File: src/sv/polyphonic_voice_allocator_top_assert.svh
// Assertion macros for the polyphonic voice allocator top level.
// Depends on nothing; the including module supplies clock and reset.
`ifndef POLYPHONIC_VOICE_ALLOCATOR_TOP_ASSERT_SVH
`define POLYPHONIC_VOICE_ALLOCATOR_TOP_ASSERT_SVH

// Condition that must hold on every cycle out of reset.
`define PVA_ASSERT_ALWAYS(label, expr, msg) \
   label: assert property (@(posedge clock) disable iff (reset) (expr)) else $error(msg);

// Antecedent that implies a consequent in the same cycle.
`define PVA_ASSERT_IMPLIES(label, ante, cons, msg) \
   label: assert property (@(posedge clock) disable iff (reset) (ante) |-> (cons)) \
      else $error(msg);

`endif

File: src/sv/pva_pkg.sv
// Shared types and constants for the polyphonic voice allocator.
// No dependencies; imported by the controller, datapath and top level.
package pva_pkg;

   localparam int STORE_DEPTH = 16;
   localparam int NOTE_W      = 7;
   localparam int VOICE_W     = 4;
   localparam int IDX_W       = 4;
   localparam int COUNT_W     = 5;

   localparam logic CMD_NOTE_ON  = 1'b0;
   localparam logic CMD_NOTE_OFF = 1'b1;

   localparam logic [1:0] EV_GATE_ON  = 2'd0;
   localparam logic [1:0] EV_GATE_OFF = 2'd1;
   localparam logic [1:0] EV_STEAL    = 2'd2;

   typedef struct packed {
      logic              command;
      logic [NOTE_W-1:0] note_number;
   } pva_req_type;

   typedef struct packed {
      logic [1:0]         event_kind;
      logic [VOICE_W-1:0] voice;
      logic [NOTE_W-1:0]  note_out;
      logic               last;
   } pva_rsp_type;

   typedef enum logic [2:0] {
      ST_IDLE,
      ST_STEAL,
      ST_SEARCH,
      ST_GATE,
      ST_OFF_SCAN
   } pva_state_type;

   // controller -> datapath
   typedef struct packed {
      logic load;      // capture request, seed search and scan
      logic steal;     // emit oldest entry as stolen, drop it
      logic step;      // advance round-robin candidate
      logic gate;      // emit gate-on, append entry
      logic off_emit;  // emit gate-off for scanned entry, drop it
      logic off_next;  // move scan index down
   } pva_cmd_type;

   // datapath -> controller
   typedef struct packed {
      logic               full;
      logic               empty;
      logic               slot_free;
      logic               search_done;
      logic               scan_match;
      logic               idx_zero;
      logic [COUNT_W-1:0] count;
      logic [COUNT_W-1:0] limit;
   } pva_status_type;

endpackage

File: src/sv/pva_ctrl.sv
// Sequencer for the voice allocator: note-on steal/search/gate and note-off scan.
// Depends on pva_pkg; drives the datapath through pva_cmd_type.
module pva_ctrl
   import pva_pkg::*;
(
   input  logic           clock,
   input  logic           reset,
   input  logic           req_valid,
   input  logic           req_command,
   output logic           req_ready,
   input  pva_status_type status,
   output pva_cmd_type    cmd
);

   pva_state_type state_ff, state_in;

   always_ff @(posedge clock) begin
      if (reset) begin
         state_ff <= ST_IDLE;
      end else begin
         state_ff <= state_in;
      end
   end

   always_comb begin
      state_in  = state_ff;
      req_ready = 1'b0;
      cmd       = '0;
      unique case (state_ff)
         ST_IDLE: begin
            req_ready = 1'b1;
            if (req_valid) begin
               cmd.load = 1'b1;
               if (req_command == CMD_NOTE_ON) begin
                  state_in = status.full ? ST_STEAL : ST_SEARCH;
               end else begin
                  state_in = status.empty ? ST_IDLE : ST_OFF_SCAN;
               end
            end
         end
         ST_STEAL: begin
            if (status.slot_free) begin
               cmd.steal = 1'b1;
               state_in  = ST_SEARCH;
            end
         end
         ST_SEARCH: begin
            cmd.step = 1'b1;
            if (status.search_done) begin
               state_in = ST_GATE;
            end
         end
         ST_GATE: begin
            if (status.slot_free) begin
               cmd.gate = 1'b1;
               state_in = ST_IDLE;
            end
         end
         ST_OFF_SCAN: begin
            // hold on a match until the output slot frees up
            if (!status.scan_match || status.slot_free) begin
               cmd.off_emit = status.scan_match;
               cmd.off_next = 1'b1;
               if (status.idx_zero) begin
                  state_in = ST_IDLE;
               end
            end
         end
         default: state_in = ST_IDLE;
      endcase
   end

endmodule

File: src/sv/pva_datapath.sv
// Held-note list, round-robin search, voice-limit register and result register.
// Depends on pva_pkg; commanded by pva_ctrl.
module pva_datapath
   import pva_pkg::*;
#(
   parameter int MAX_VOICES = 16
)
(
   input  logic           clock,
   input  logic           reset,
   input  pva_req_type    req_payload,
   input  logic           csr_valid,
   input  logic [4:0]     csr_data,
   input  pva_cmd_type    cmd,
   output pva_status_type status,
   output logic           rsp_valid,
   input  logic           rsp_ready,
   output pva_rsp_type    rsp_payload
);

   localparam int CAP_INT = (MAX_VOICES > STORE_DEPTH) ? STORE_DEPTH : MAX_VOICES;
   localparam logic [COUNT_W-1:0] CAP = COUNT_W'(CAP_INT);

   logic [NOTE_W-1:0]  held_note_ff  [STORE_DEPTH];
   logic [VOICE_W-1:0] held_voice_ff [STORE_DEPTH];
   logic [COUNT_W-1:0] count_ff, count_in;
   logic [VOICE_W-1:0] last_ff, last_in;
   logic [COUNT_W-1:0] limit_ff, limit_in;
   logic [VOICE_W-1:0] cand_ff, cand_in;
   logic [IDX_W-1:0]   idx_ff, idx_in;
   logic [NOTE_W-1:0]  note_ff;
   logic               rsp_valid_ff, rsp_valid_in;
   pva_rsp_type        rsp_ff, rsp_in;

   logic [VOICE_W-1:0]  cand_next;
   logic [STORE_DEPTH-1:0] used_vec;
   logic [STORE_DEPTH-1:0] match_vec;
   logic [STORE_DEPTH-1:0] below_vec;
   logic                remove_en;
   logic [IDX_W-1:0]    remove_at;
   logic                emit;
   logic [COUNT_W-1:0]  count_dec;

   assign count_dec = count_ff - COUNT_W'(1);
   assign cand_next = ({1'b0, cand_ff} == (limit_ff - COUNT_W'(1))) ? '0
                                                                   : cand_ff + VOICE_W'(1);

   always_comb begin
      for (int j = 0; j < STORE_DEPTH; j++) begin
         used_vec[j]  = (COUNT_W'(j) < count_ff) && (held_voice_ff[j] == cand_next);
         match_vec[j] = (held_note_ff[j] == note_ff);
         below_vec[j] = match_vec[j] && (IDX_W'(j) < idx_ff);
      end
   end

   assign remove_en = cmd.steal || cmd.off_emit;
   assign remove_at = cmd.steal ? '0 : idx_ff;
   assign emit      = cmd.steal || cmd.gate || cmd.off_emit;

   always_comb begin
      limit_in = limit_ff;
      if (csr_valid) begin
         priority if (csr_data == '0) begin
            limit_in = COUNT_W'(1);
         end else if (csr_data > CAP) begin
            limit_in = CAP;
         end else begin
            limit_in = csr_data;
         end
      end
   end

   always_comb begin
      count_in = count_ff;
      last_in  = last_ff;
      priority if (csr_valid) begin
         count_in = '0;
         last_in  = '0;
      end else if (cmd.gate) begin
         count_in = count_ff + COUNT_W'(1);
         last_in  = cand_ff;
      end else if (remove_en) begin
         count_in = count_dec;
      end
   end

   always_comb begin
      cand_in = cand_ff;
      idx_in  = idx_ff;
      if (cmd.load) begin
         cand_in = last_ff;
         idx_in  = count_dec[IDX_W-1:0];
      end
      if (cmd.step) begin
         cand_in = cand_next;
      end
      if (cmd.off_next) begin
         idx_in = idx_ff - IDX_W'(1);
      end
   end

   always_comb begin
      rsp_in = rsp_ff;
      unique case (1'b1)
         cmd.steal: begin
            rsp_in.event_kind = EV_STEAL;
            rsp_in.voice      = held_voice_ff[0];
            rsp_in.note_out   = held_note_ff[0];
            rsp_in.last       = 1'b0;
         end
         cmd.gate: begin
            rsp_in.event_kind = EV_GATE_ON;
            rsp_in.voice      = cand_ff;
            rsp_in.note_out   = note_ff;
            rsp_in.last       = 1'b1;
         end
         cmd.off_emit: begin
            rsp_in.event_kind = EV_GATE_OFF;
            rsp_in.voice      = held_voice_ff[idx_ff];
            rsp_in.note_out   = note_ff;
            rsp_in.last       = ~|below_vec;
         end
         default: rsp_in = rsp_ff;
      endcase
      rsp_valid_in = emit ? 1'b1 : (rsp_ready ? 1'b0 : rsp_valid_ff);
   end

   always_ff @(posedge clock) begin
      if (reset) begin
         count_ff     <= '0;
         last_ff      <= '0;
         limit_ff     <= CAP;
         rsp_valid_ff <= 1'b0;
      end else begin
         count_ff     <= count_in;
         last_ff      <= last_in;
         limit_ff     <= limit_in;
         rsp_valid_ff <= rsp_valid_in;
      end
   end

   always_ff @(posedge clock) begin
      cand_ff <= cand_in;
      idx_ff  <= idx_in;
      rsp_ff  <= rsp_in;
      if (cmd.load) begin
         note_ff <= req_payload.note_number;
      end
   end

   // compact the list above a removed entry; append at the fill point
   always_ff @(posedge clock) begin
      for (int j = 0; j < STORE_DEPTH; j++) begin
         if (remove_en && (IDX_W'(j) >= remove_at) && (j < STORE_DEPTH - 1)) begin
            held_note_ff[j]  <= held_note_ff[(j + 1) % STORE_DEPTH];
            held_voice_ff[j] <= held_voice_ff[(j + 1) % STORE_DEPTH];
         end else if (cmd.gate && (count_ff[IDX_W-1:0] == IDX_W'(j))) begin
            held_note_ff[j]  <= note_ff;
            held_voice_ff[j] <= cand_ff;
         end
      end
   end

   assign status.full        = (count_ff >= limit_ff) && (count_ff != '0);
   assign status.empty       = (count_ff == '0);
   assign status.slot_free   = !rsp_valid_ff || rsp_ready;
   assign status.search_done = !(|used_vec) || (cand_next == last_ff);
   assign status.scan_match  = match_vec[idx_ff];
   assign status.idx_zero    = (idx_ff == '0);
   assign status.count       = count_ff;
   assign status.limit       = limit_ff;

   assign rsp_valid   = rsp_valid_ff;
   assign rsp_payload = rsp_ff;

endmodule

File: src/sv/polyphonic_voice_allocator_top.sv
// Polyphonic voice allocator: round-robin voice assignment with oldest-note stealing.
// Channels: req_ (note events in), rsp_ (voice events out), csr_ (voice_limit write).
// Each transfer on req_ is a note-on or note-off; it yields zero or more rsp_ transfers,
// the final one flagged by last. A note-on yields an optional steal, then a gate-on.
// A note-off yields one gate-off per held entry with that note, newest first.
// A note-on tries round-robin candidates in turn (up to voice_limit), after a steal
// when one is needed. A note-off scans the held entries from newest to oldest. The
// shared candidate register and the single scan index mean that one event is worked
// at a time.
// rsp_ is registered: a result waits there while the block prepares the next one.
// When the receiver stalls, the sequencer holds before emitting the next result.
// A csr_ write clamps voice_limit into 1..min(MAX_VOICES,16), clears the held list
// and the last assigned voice; it is taken in any cycle and is meant for idle time.
// Reset (synchronous, active high) empties the list, sets voice_limit to its maximum
// and the last assigned voice to 0; no clearing pass is needed.
module polyphonic_voice_allocator_top
   import pva_pkg::*;
#(
   parameter int MAX_VOICES = 16
)
(
   input  logic        clock,
   input  logic        reset,
   input  logic        req_valid,
   output logic        req_ready,
   input  pva_req_type req_payload,
   output logic        rsp_valid,
   input  logic        rsp_ready,
   output pva_rsp_type rsp_payload,
   input  logic        csr_valid,
   output logic        csr_ready,
   input  logic [4:0]  csr_data
);

   pva_cmd_type    cmd;
   pva_status_type status;
   logic           rsp_gate_on;
   logic           rsp_steal;
   logic           gate_voice_ok;

   assign csr_ready = 1'b1;

   pva_ctrl u_ctrl (
      .clock       (clock),
      .reset       (reset),
      .req_valid   (req_valid),
      .req_command (req_payload.command),
      .req_ready   (req_ready),
      .status      (status),
      .cmd         (cmd)
   );

   pva_datapath #(
      .MAX_VOICES (MAX_VOICES)
   ) u_datapath (
      .clock       (clock),
      .reset       (reset),
      .req_payload (req_payload),
      .csr_valid   (csr_valid),
      .csr_data    (csr_data),
      .cmd         (cmd),
      .status      (status),
      .rsp_valid   (rsp_valid),
      .rsp_ready   (rsp_ready),
      .rsp_payload (rsp_payload)
   );

   assign rsp_gate_on   = rsp_valid && (rsp_payload.event_kind == EV_GATE_ON);
   assign rsp_steal     = rsp_valid && (rsp_payload.event_kind == EV_STEAL);
   assign gate_voice_ok = {1'b0, rsp_payload.voice} < status.limit;

`include "polyphonic_voice_allocator_top_assert.svh"

   `PVA_ASSERT_ALWAYS(a_count_le_limit, status.count <= status.limit, "held count above limit")
   `PVA_ASSERT_ALWAYS(a_limit_nonzero, status.limit != '0, "voice limit is zero")
   `PVA_ASSERT_IMPLIES(a_gate_voice_ok, rsp_gate_on, gate_voice_ok, "gate-on voice beyond limit")
   `PVA_ASSERT_IMPLIES(a_steal_not_last, rsp_steal, !rsp_payload.last, "steal flagged as last")

endmodule
File: config.mk
export PLATFORM = sky130hd
export DESIGN_NAME = polyphonic_voice_allocator_top
export DESIGN_NICKNAME = d
export VERILOG_FILES = /design/src/sv/pva_pkg.sv /design/src/sv/pva_ctrl.sv /design/src/sv/pva_datapath.sv /design/src/sv/polyphonic_voice_allocator_top.sv
export VERILOG_INCLUDE_DIRS = /design/src /design/src/sv
export SDC_FILE = /design/constraint.sdc
export NUM_CORES = 1
export LEC_CHECK = 0
export BUFFER_PORTS_ARGS = -buffer_cell sky130_fd_sc_hd__buf_2
export CAP_MARGIN = 10
export CORE_MARGIN = 1.5
export CORE_UTILIZATION = 58
export CTS_CLUSTER_SIZE = 12
export DETAILED_ROUTE_END_ITERATION = 12
export PLACE_DENSITY = 0.78
export SLEW_MARGIN = 15
export SYNTH_ARGS = -nofsm -noshare
export SYNTH_HDL_FRONTEND = slang
export SYNTH_SLANG_ARGS = --single-unit
File: constraint.sdc
create_clock -name clock -period 3.87 [get_ports clock]
set_input_delay 0.774 -clock clock [delete_from_list [all_inputs] [get_ports clock]]
set_output_delay 0.774 -clock clock [all_outputs]
set_load 0.05 [all_outputs]
**After elaboration in Yosys (flattened, before gate mapping)**

Memories as Yosys holds them, arrays and structs flattened. A register that Yosys moved wholly into a read port is not among the register bits.
Index checks and enable logic that the tools add are counted.

- Register bits: 47
- Latch bits: 0
- Memory bits (writable): 176
- Bits in read-only memories: 0
- Logic and storage cells: 397
- Memories: 2

Memories:

| name | depth | width | rd ports | clocked after memory_dff | wr ports | RTL line | source |
|---|---|---|---|---|---|---|---|
| u_datapath.held_note_ff | 16 | 7 | 16 | 0 | 15 | pva_datapath.sv:24 | `logic [NOTE_W-1:0] held_note_ff [STORE_DEPTH];` |
| u_datapath.held_voice_ff | 16 | 4 | 17 | 1 | 15 | pva_datapath.sv:25 | `logic [VOICE_W-1:0] held_voice_ff [STORE_DEPTH];` |

- $add $sub $neg: 5
- Multipliers: 0
- Divide/modulo/power cells: 0
- Magnitude comparators: 50
- Equal/unequal tests: 59
- Shift-type cells: 0
- Mux-type cells: 148
- Bitwise logic cells: 30
- Reduce and logical (&&, ||, !) cells: 91

Operator list:

| operator | count |
|---|---|
| == test 7 bit | 16 |
| two-way mux 7 bit | 16 |
| two-way mux 4 bit | 25 |
| two-way mux 1 bit | 89 |
| == test 4 bit | 17 |
| logical AND 1 bit | 64 |
| case mux 14 bit (3 select lines) | 1 |
| less-than comparator 4 x 5 -> 1 bit (first input constant) | 8 |
| == test 4 bit (second input constant) | 8 |
| less-than comparator 4 bit (first input constant) | 8 |
| OR reduction 16 bit | 2 |
| OR 1 bit | 30 |
| greater-or-equal comparator 4 bit (first input constant) | 7 |
| two-way mux 3 bit | 8 |
| less-than comparator 3 x 5 -> 1 bit (first input constant) | 4 |
| two-way mux 5 bit | 4 |
| == test 4 x 3 -> 1 bit (second input constant) | 4 |
| greater-or-equal comparator 3 x 4 -> 1 bit (first input constant) | 4 |
| less-than comparator 3 x 4 -> 1 bit (first input constant) | 4 |
| case mux 3 bit (5 select lines) | 1 |
| logical NOT 5 bit | 2 |
| less-than comparator 1 x 5 -> 1 bit (first input constant) | 2 |
| less-than comparator 2 x 5 -> 1 bit (first input constant) | 2 |
| subtractor 5 x 1 -> 5 bit (second input constant) | 2 |
| other kinds (31) | 55 |

**Depth between registers and ports, before layout**

An unclocked memory read counts as a cell.

- Word-level depth: 14
- Depth in mapped cells: 13

**By module**

A second synthesis with hierarchy kept.

- Cell total of the unflattened synthesis: 1160
- Area total of the unflattened synthesis: 13741.9 um2

By module, submodules not included:

| module | times used | cells an instance | area an instance (um2) |
|---|---|---|---|
| pva_datapath | 1 | 1122 | 13467.9 |
| pva_ctrl | 1 | 36 | 262.8 |
| polyphonic_voice_allocator_top | 1 | 2 | 11.3 |

**Least setup slack after synthesis**

Ideal clock, no wire load.

- Path kind: register -> register
- Start point: register u_datapath.note_ff[2]
- End point: memory u_datapath.held_note_ff[1][0] (enable)
- Setup time: 0.412 ns
- Data arrival time: 3.270 ns
- Data required time: 3.458 ns
- Setup slack: 0.188 ns
- Cell stages (with the launch flop): 11
- Path buffers: 2
- Period minus slack after synthesis: 3.682 ns
- Cell sequence: edfxtp_1 buf_2 buf_6 xor2_1 nor4_1 nand4_1 o31a_1 a32oi_1 o22a_1 nand2_2 o41ai_1

RTL lines:

| element | RTL line | source |
|---|---|---|
| from (decl) | pva_datapath.sv:31 | `logic [NOTE_W-1:0] note_ff;` |
| from (signal assigned) | pva_datapath.sv:147 | `note_ff <= req_payload.note_number;` |
| to (decl) | pva_datapath.sv:24 |  |

==> metrics.txt <==
CP Data Required Time=4.04 ns; Layout Nets=about 1300; Sum Neg Setup Slack=0 ns; total global-route track usage=0.3099; number of global-route vias before repair=10440; total I/O pin count=35; Syn Inst Count=1223; run status=complete, no violations; met3 wire length=approximately 4300 um; class of the tightest hold or removal check=in2reg; Peak VDD IR=0.4297 mV; mean area per synthesized cell=about 12 um2; fraction of synthesized area in multiplexers=0.1708; worst reg2reg path endpoint=u_datapath.held_voice_ff[11][1]; number of clock sinks=227; part of the cycle the worst path needs=0.9453; max capacitance violation total=0; fraction of layout instances using a drive strength above 1=0.2869; post-synthesis instance area=14190 um2; Starting Density=0.5869; maximum number of pins on one net before global-route repair=34; Worst Hold Depth=1; final non-filler cell area=15970 um2; overflow left after global routing=0; instance count after placement with tap cells included=1566; port buffer count=33; floorplan die height=159.4 um; commonest non-fill, non-tap cell in the layout=edfxtp_1; depth of the CTS H-tree=1; CP Capture Point=u_datapath.held_voice_ff[11][1]; number of standard-cell rows in the floorplan=57; per-cell via count in the routed design=around 6.7; Pre-antenna DRT Iters=6; Unique masters post-synth=83; FF+latch count, synth=227; insertion delay to the later sink of the worst-skew pair=between 0.5 and 0.6 ns; total via count after detailed routing=10830; net count after synthesis=between 1000 and 1500; adder-cell share of the synthesized area=0.01323; post-synthesis to final-layout area growth=12.56%; clock network fraction of total power=0.216; highest metal layer with signal wires=met4; slew at the pin closest to its max-slew limit=1.065 ns; Final Hold Violating Endpoints=0; headroom to the max-slew limit=0.2848; total CTS buffers=28; worst-case reg-to-reg path depth=10; unrepaired setup endpoints after global routing=false; Routed Antenna Nets=0; CP startpoint kind=flop; sum of net half-perimeters after detailed placement=28040 um; internal power consumption=7.348 mW; worst setup slack for register-to-register paths=about 0.21 ns; number of max-slew violations in the final report=0; maximum clock path buffer count=3; CTS tree=built; Psw=4.809 mW; kind of critical path=reg2reg; setup skew after layout=roughly 0.027 ns; crit path time final=3.658 ns; fraction of the mapped netlist area in simple logic gates=0.1111; number of remaining DRC errors=0; Arrival @ worst endpoint=roughly 3.8 ns; LEAKAGE=5.468 nW; final RePlAce weighted congestion=1.004; setup slack of the critical path after layout=0.2117 ns; number of enable flip-flop cells after synthesis=205; number of buffers added to fix hold violations after cts=0; part of the power in registers=0.361; wire length of the first global-routing pass=61630 um; final count of negative-setup-slack endpoints=0; Combinational Power Share=0.423; total wire length=approximately 40000 um; die width=159.4 um; Avg WL per Cell=approximately 24 um; Hold Slack=0.3971 ns; Highest Clock Rate=273.4 MHz; reg-to-reg critical path startpoint=u_datapath.note_ff[2]; Yosys warnings=0; dominant combinational cell family by area after synthesis=multiplexers; compound-cell area share of the yosys netlist=0.1028; clock tree root driver cell=clkbuf_16; largest fanout on the critical path=33; number of antenna violations at the first check in global routing=0; pre-CTS setup slack=0.2449 ns; Power Dens Cells=approximately 760 nW/um2; diode insertion count for antenna repair=0; switch share=0.3956; sequential share of the synthesized area=0.4649; core area=24180 um2; Synth async-reset ratio=0; parity-gate share of the synthesized area counting xor and xnor cells=0.09620; launch point of the worst path=u_datapath.note_ff[2]; top flip-flop cell by instance count after synthesis=edfxtp_1; cell area after placement=14990 um2; met2 wire length=18090 um; most used cells in the layout excluding fill and tap cells=edfxtp_1, mux2_2, xnor2_1; clock-pin slew on the worst setup and hold paths=0.05 ns; die area=25410 um2; 1st-iter DRT viols=1329; critical path endpoint category=flop; total routed wire length on the met1 layer=16190 um; Final Non-Filler Cells=1624
-- power by group through the flow --
| stage | sequential (mW) | combinational [mW] | clock, mW |
|---|---|---|---|
| 6_report | 4.39 | 5.14 | 2.63 |
| 5_1_grt | 4.45 | 5.44 | 2.76 |
| 4_1_cts | 4.37 | 4.99 | 2.65 |
| 3_5_place_dp | 4.41 | 4.95 | 0 |
| 3_3_place_gp | 4.39 | 4.87 | 0 |
| 2_1_floorplan | 4.24 | 3.44 | 0 |
-- kinds of logic after synthesis --
logic type,Yosys count
other cells,1
compound gates,201
mux,196
buf+inv,130
flops,227
xor+xnor,151
simple gates,302
fa+ha+maj,15
-- flip-flops by register name, summed over array words and instances (netlist names), named ones only --
name	count
u_datapath.held_note_ff	112
u_datapath.held_voice_ff	64
u_datapath.rsp_payload	14
u_datapath.note_ff	7
u_datapath.count_ff	5
u_datapath.limit_ff	5
u_datapath.cand_ff	4
u_datapath.idx_ff	4
u_datapath.last_ff	4
u_ctrl.state_ff	3
u_datapath.rsp_valid	1
-- through the flow --
stage                       util  power (mW)
after floorplan                -       7.679
after global placement    0.6201       9.265
after detailed placement  0.6201       9.361
after CTS                 0.6581       12.02
after global routing      0.6606       12.65
final                     0.6606       12.16
-- worst max-delay path, stage by stage (launching register included) --
cell and delay, ns:
edfxtp_1 0.31, buf_4 0.41, xor2_1 0.15, nor4_1 0.33, nand4_1 0.26, o31a_1 0.30, a32oi_1 0.25, o22a_1 0.25
nand2_2 0.13, inv_1 0.29, a211o_1 0.54
-- metal layers --
layer,vias to the layer above,track usage
met5,-,0
met4,0,0.1038
met3,94,0.06408
met2,659,0.4754
met1,5296,0.4410
li1,4783,-
-- cells in the mapped netlist, types with 8 or more instances --
cell type  count  share of area
and3_1        13         0.0057
buf_4         10         0.0053
edfxtp_1     205           0.43
xor2_1        47          0.029
nand2b_1       8         0.0035
nand3_1       30          0.011
o211ai_1       8         0.0042
mux2_2       169           0.13
inv_1         27         0.0071
ha_1          15          0.013
nand2_1       56          0.015
xnor2_1      100          0.062
a31oi_1       11         0.0048
clkbuf_1      53          0.014
nor4_1        19         0.0084
o31ai_1        8         0.0042
dfxtp_1       22          0.031
buf_2         29          0.010
o22ai_1        8         0.0035
a21oi_1       30          0.011
mux4_2        20          0.032
nand4_1       26          0.011
o21ai_0       35          0.012
nor2_1        63          0.017
nor3_1        40          0.014
-- layout make-up --
cell class	count	area, um2
clock buffers	35	726.9
clock inverters	15	191.4
fillers	1742	8205
inverters	28	105.1
multi-input cells	866	7036
flip-flops and latches	227	6596
well taps	324	405.4
repair buffers	129	910.9
-- how the worst min path moves through the flow --
stage	slack [ns]	to	start
4_1_cts	0.39	u_datapath.note_ff[1]	req_payload[1]
2_1_floorplan	0.42	u_datapath.held_note_ff[15][0]	u_datapath.note_ff[0]
3_3_place_gp	0.50	u_datapath.last_ff[3]	u_datapath.last_ff[3]
6_report	0.40	u_datapath.note_ff[1]	req_payload[1]
5_1_grt	0.39	u_datapath.note_ff[5]	req_payload[5]
3_5_place_dp	0.50	u_datapath.last_ff[3]	u_datapath.last_ff[3]
-- what timing repair did --
item / 4_1_cts / 5_1_grt
gates resized for setup: 0 / 0
setup endpoints to repair: 0 / 73
buffers inserted: 0 / 8
Power figures use the tool's default switching activity.
